## config.mk

```make
export PLATFORM = sky130hd
export DESIGN_NAME = cmg_queue
export DESIGN_NICKNAME = d
export VERILOG_FILES = /design/src/rtl/cmg_pkg.sv /design/src/rtl/cmg_queue.sv
export SDC_FILE = /design/constraint.sdc
export NUM_CORES = 1
export LEC_CHECK = 0
export BUFFER_PORTS_ARGS = -buffer_cell sky130_fd_sc_hd__buf_2
export CAP_MARGIN = 5
export CORE_MARGIN = 1
export CORE_UTILIZATION = 55
export CTS_CLUSTER_DIAMETER = 30
export DETAILED_ROUTE_END_ITERATION = 6
export GPL_TIMING_DRIVEN = 0
export PLACE_DENSITY = 0.87
export RECOVER_POWER = 25
export SYNTH_ARGS = -nofsm -noshare
export SYNTH_HDL_FRONTEND = slang
export SYNTH_SLANG_ARGS = --single-unit
```

## constraint.sdc

```tcl
create_clock -name i_clk -period 9 [get_ports i_clk]
set_clock_uncertainty 0.1 [all_clocks]
set_input_delay 0 -clock i_clk [delete_from_list [all_inputs] [get_ports i_clk]]
set_output_delay 0 -clock i_clk [all_outputs]
set_load 0.1 [all_outputs]
```

## src/rtl/cmg_pkg.sv

```systemverilog
// shared types, constants and helpers of the cylinder mesh generator
package cmg_pkg;

    localparam int MAX_SECTORS   = 1024;
    localparam int N_W           = 11;
    localparam int J_W           = 10;
    localparam int IDX_W         = 13;
    localparam int PHASE_W       = 32;
    localparam int DIV_BITS      = 4;
    localparam int DIV_STAGES    = PHASE_W / DIV_BITS;
    localparam int CORDIC_STEPS  = 30;
    localparam int TRIG_W        = 34;
    localparam int PROD_W        = 66;
    localparam int SUM_W         = 36;
    localparam int Q_DEPTH       = 4;
    localparam int Q_PTR_W       = $clog2(Q_DEPTH);
    localparam int MAX_RESULTS   = 5;
    localparam int SLOT_W        = $clog2(MAX_RESULTS);
    localparam int ADDR_W        = 5;

    localparam logic signed [TRIG_W-1:0] CORDIC_GAIN = 34'sh26DD3B6A;
    localparam logic signed [PROD_W-1:0] ROUND_HALF  = 66'sd536870912;

    localparam logic [29:0] ATAN_TURN [CORDIC_STEPS] = '{
        30'h20000000, 30'h12E4051E, 30'h09FB385B, 30'h051111D4, 30'h028B0D43,
        30'h0145D7E1, 30'h00A2F61E, 30'h00517C55, 30'h0028BE53, 30'h00145F2F,
        30'h000A2F98, 30'h000517CC, 30'h00028BE6, 30'h000145F3, 30'h0000A2FA,
        30'h0000517D, 30'h000028BE, 30'h0000145F, 30'h00000A30, 30'h00000518,
        30'h0000028C, 30'h00000146, 30'h000000A3, 30'h00000051, 30'h00000029,
        30'h00000014, 30'h0000000A, 30'h00000005, 30'h00000003, 30'h00000001
    };

    localparam logic [1:0] KIND_VERTEX   = 2'd0;
    localparam logic [1:0] KIND_TRIANGLE = 2'd1;
    localparam logic [1:0] KIND_ERROR    = 2'd2;

    localparam logic [1:0] RING_TOP    = 2'd0;
    localparam logic [1:0] RING_BOTTOM = 2'd1;
    localparam logic [1:0] RING_CAP    = 2'd2;
    localparam logic [1:0] RING_UNUSED = 2'd3;

    localparam logic [2:0] REG_RADIUS   = 3'd0;
    localparam logic [2:0] REG_HEIGHT   = 3'd1;
    localparam logic [2:0] REG_CENTRE_X = 3'd2;
    localparam logic [2:0] REG_CENTRE_Y = 3'd3;
    localparam logic [2:0] REG_CENTRE_Z = 3'd4;
    localparam logic [2:0] REG_SECTORS  = 3'd5;

    typedef struct packed {
        logic [1:0]     ring;
        logic [J_W-1:0] sector;
    } t_in;

    typedef struct packed {
        logic [1:0]         kind;
        logic signed [31:0] first_word;
        logic signed [31:0] second_word;
        logic signed [31:0] third_word;
        logic               last;
    } t_out;

    typedef struct packed {
        logic [1:0]     ring;
        logic [J_W-1:0] sector;
        logic           err;
        logic           drop;
    } t_tag;

    typedef struct packed {
        logic [1:0]         ring;
        logic [J_W-1:0]     sector;
        logic               err;
        logic signed [31:0] vx;
        logic signed [31:0] vz;
    } t_job;

    typedef struct packed {
        logic [30:0]        radius;
        logic [30:0]        height;
        logic signed [31:0] cx;
        logic signed [31:0] cy;
        logic signed [31:0] cz;
        logic [N_W-1:0]     nsec;
    } t_cfg;

    typedef struct packed {
        logic             full;
        logic             empty;
        logic [Q_PTR_W:0] count;
    } t_q_status;

    function automatic logic signed [31:0] sat32(input logic signed [SUM_W-1:0] v);
        logic signed [31:0] r;
        if (v > SUM_W'(32'sh7FFFFFFF)) begin
            r = 32'sh7FFFFFFF;
        end else if (v < -SUM_W'(33'sh080000000)) begin
            r = 32'sh80000000;
        end else begin
            r = v[31:0];
        end
        return r;
    endfunction

endpackage

```

## src/rtl/cmg_queue.sv

```systemverilog
// short job queue between the front pipeline and the result sequencer
module cmg_queue (
    input  logic               i_clk,
    input  logic               i_rst_n,
    input  logic               i_push,
    input  cmg_pkg::t_job      i_job,
    input  logic               i_pop,
    output cmg_pkg::t_job      o_job,
    output cmg_pkg::t_q_status o_status
);
    import cmg_pkg::*;

    t_job               r_mem [Q_DEPTH];
    logic [Q_PTR_W-1:0] r_wp;
    logic [Q_PTR_W-1:0] r_rp;
    logic [Q_PTR_W:0]   r_cnt;

    assign o_job           = r_mem[r_rp];
    assign o_status.count  = r_cnt;
    assign o_status.full   = (r_cnt == (Q_PTR_W+1)'(Q_DEPTH));
    assign o_status.empty  = (r_cnt == '0);

    always_ff @(posedge i_clk) begin
        if (!i_rst_n) begin
            r_wp  <= '0;
            r_rp  <= '0;
            r_cnt <= '0;
        end else begin
            if (i_push) begin
                r_wp <= r_wp + 1'b1;
            end
            if (i_pop) begin
                r_rp <= r_rp + 1'b1;
            end
            if (i_push && !i_pop) begin
                r_cnt <= r_cnt + 1'b1;
            end else if (!i_push && i_pop) begin
                r_cnt <= r_cnt - 1'b1;
            end
        end
        if (i_push) begin
            r_mem[r_wp] <= i_job;
        end
    end

endmodule

```

==> metrics.csv <==
stage,metric,value,unit
outcome,status,completed,
clocking,Worst-path clk slew,50,ps
final_layout,fillers,1131,
final_layout,"most common cell after layout, fill and taps aside",edfxtp_1,
final_layout,most frequent cells in the layout,"308 x edfxtp_1, 120 x buf_2, 81 x dlygate4sd3_1",
critical_path,CP required,8900,ps
timing,Rel. slew slack,0.573,
critical_path,CP endpoint kind,primary output,
clocking,CTS root buf,clkbuf_16,
route,post-route ant nets,0,
critical_path,Reg2Reg Depth,3,
grt,gr usage total,0.231,
floorplan,die area,21700,um2
clocking,clock tree sinks,317,
route,drt pass-1 iters,4,
timing,RSZ-0062 raised after global routing,no,
placement,I/O Buffers,162,
grt,vias in the first global route,6568,
timing,Tmin final,2420,ps
timing,worst setup margin,6580,ps
min_path,Worst Hold Endpoint,r_mem[1][17],
grt,grt ovf,0,
grt,met3 Resource Use GR,0.0556,
final_layout,# diodes,0,
clocking,H-tree depth,2,
route,Remaining DRCs,0,
floorplan,Initial Util,0.567,
floorplan,height of the die,147,um
critical_path,CP Class,flip-flop to primary output,
yosys,Cells after Synth,446,
floorplan,I/O Pins,163,
clocking,post-CTS setup buffers,0,
grt,Most Crowded Layer GR,met2,
clocking,TritonCTS Buffers,50,
final_layout,# nets final,832,
timing,fmax,0.412,GHz
power_and_ir_drop,P_leak,5.30,nW
yosys,synth warn,0,
yosys,Cell variety after synth,22,
critical_path,Critical Path Start Type,flip-flop,
power_and_ir_drop,maximum vdd ir drop,0.197,mV
critical_path,reg2reg start,r_wp[0],
clocking,"Clk Latency, worst-skew pair",530,ps
yosys,synthesis-stage register bit count,317,
final_layout,ratio of cells with drive above 1 in the final layout,0.380,
power_and_ir_drop,Pwr Total,4.43,mW
floorplan,core area,20400,um2
floorplan,Die W,147,um
timing,final worst-path cycle share,0.269,
placement,DP Area,12900,um2
timing,accumulated negative setup slack,0,ps
grt,first-pass GRT wire length,37000,um
clocking,Max clock buf depth,3,
placement,DP Worst Slack,7100,ps
yosys,Syn Nets,533,
min_path,Hold Crit Class,input port to flip-flop,
clocking,Resized Gates After CTS,0,
final_layout,fin area,15400,um2
critical_path,Critical R2R Capture,r_mem[3][74],
route,routed len/inst,22.9,um
route,Initial DRC Count,342,
grt,met2 usage,0.408,
route,Via Count,5830,
floorplan,# rows,52,
route,drt via density,5.52,
clocking,hold_buf cts,81,
grt,largest net degree at the start of global routing,46,
critical_path,Worst R2R Setup Slack,7080,ps
clocking,CTS tree,yes,
yosys,Post-Syn Area,11600,um2
timing,Worst-Margin Slew,640,ps
critical_path,Critical Path AT,2320,ps
critical_path,"Max FO, Critical Path",10,
placement,gp weighted congestion,0.679,
timing,Final Hold Vio Count,0,
min_path,HP Start,i_job[17],
timing,Final Setup Violations,0,
power_and_ir_drop,Power per Cell Area,288,nW/um2
grt,GR Layer Usage met1,0.280,
min_path,WHS Path Cells,2,
grt,initial antenna violation count,0,
timing,fin. max-slew vios,0,
yosys,syn avg cell area,26.0,um2
placement,Post-DP HPWL,13000,um
final_layout,P&R area growth vs syn,32.6,%
flow_run,maxcap violations,0,
route,Routed WL,24200,um
yosys,sequential area share after synthesis,0.814,
[worst max path at each step]
stage | startpoint | end | slack, ps | cells past startpoint
global route | flip-flop | o_job[42] | 6470 | 5
finish | flip-flop | o_job[42] | 6580 | 5
CTS | flip-flop | o_job[42] | 6520 | 5
floorplan | r_cnt[2] | o_status[4] | 5620 | 1
detailed placement | r_wp[0] | r_mem[3][33] | 7100 | 3
global placement | r_wp[0] | r_mem[1][37] | 4930 | 2
[power breakdown]
group | internal [mW] | switching (mW) | total, mW
Clock | 1.27 | 0.685 | 1.96
Sequential | 1.70 | 0.0224 | 1.72
Combinational | 0.176 | 0.580 | 0.756
[cell families after synthesis]
group | share of synthesized area
simple gates | 0.00788
buf+inv | 0.0152
fa+ha+maj | 0.00713
compound gates | 0.00108
xor+xnor | 0.00378
mux | 0.151
flops | 0.814
[state kept, by name, indices dropped and copies added (netlist names), named ones only]
| register | flops |
|---|---|
| r_cnt | 3 |
| r_mem | 308 |
| r_wp | 2 |
| r_rp | 2 |
[critical path, cell delays in order (launching register included)]
cell and delay, ps:
dfxtp_1 300, buf_2 160, buf_2 280, buf_2 340
mux4_2 280, buf_2 430
[per-layer routing]
metal,vias to the layer above,share of wire
met1,3015,0.38
met4,0,0.019
met5,-,0
met2,243,0.54
met3,39,0.062
li1,2533,-
[area by class of cell]
type	instances	area, um2	share of cell area
clock inverter	37	403	0.0262
timing repair buffer	247	1670	0.109
buffer	18	161	0.0105
inverter	4	15.0	0.000977
clock buffer	56	1360	0.0883
multi-input combinational	107	1990	0.130
sequential	317	9430	0.613
tap	270	338	0.0220
[cell usage after synthesis]
library cell	n	area [um2]
edfxtp_1	308	9250
mux4_2	77	1730
and2_1	9	56.3
dfxtp_1	9	180
buf_2	5	25.0
ha_1	5	62.6
buf_12	4	80.1
buf_4	4	30.0
clkbuf_1	4	15.0
inv_1	4	15.0
xor2_1	3	26.3
mux2i_1	2	20.0
nor2b_1	2	12.5
xnor2_1	2	17.5
a21boi_0	1	7.51
buf_6	1	11.3
fa_1	1	20.0
nand2_1	1	3.75
nor3_1	1	5.00
nor3b_1	1	7.51
o21ai_0	1	5.00
or3_1	1	6.26
[per-stage QoR]
stage           util  instances  hold WS, ps
6_report       0.752       1056          141
4_1_cts        0.755       1056          101
5_1_grt        0.752       1056          147
3_5_place_dp   0.629        882          118
3_3_place_gp   0.624        878          109
2_1_floorplan      -        446        -1.13
No activity file was read; power rests on OpenSTA's default activity.
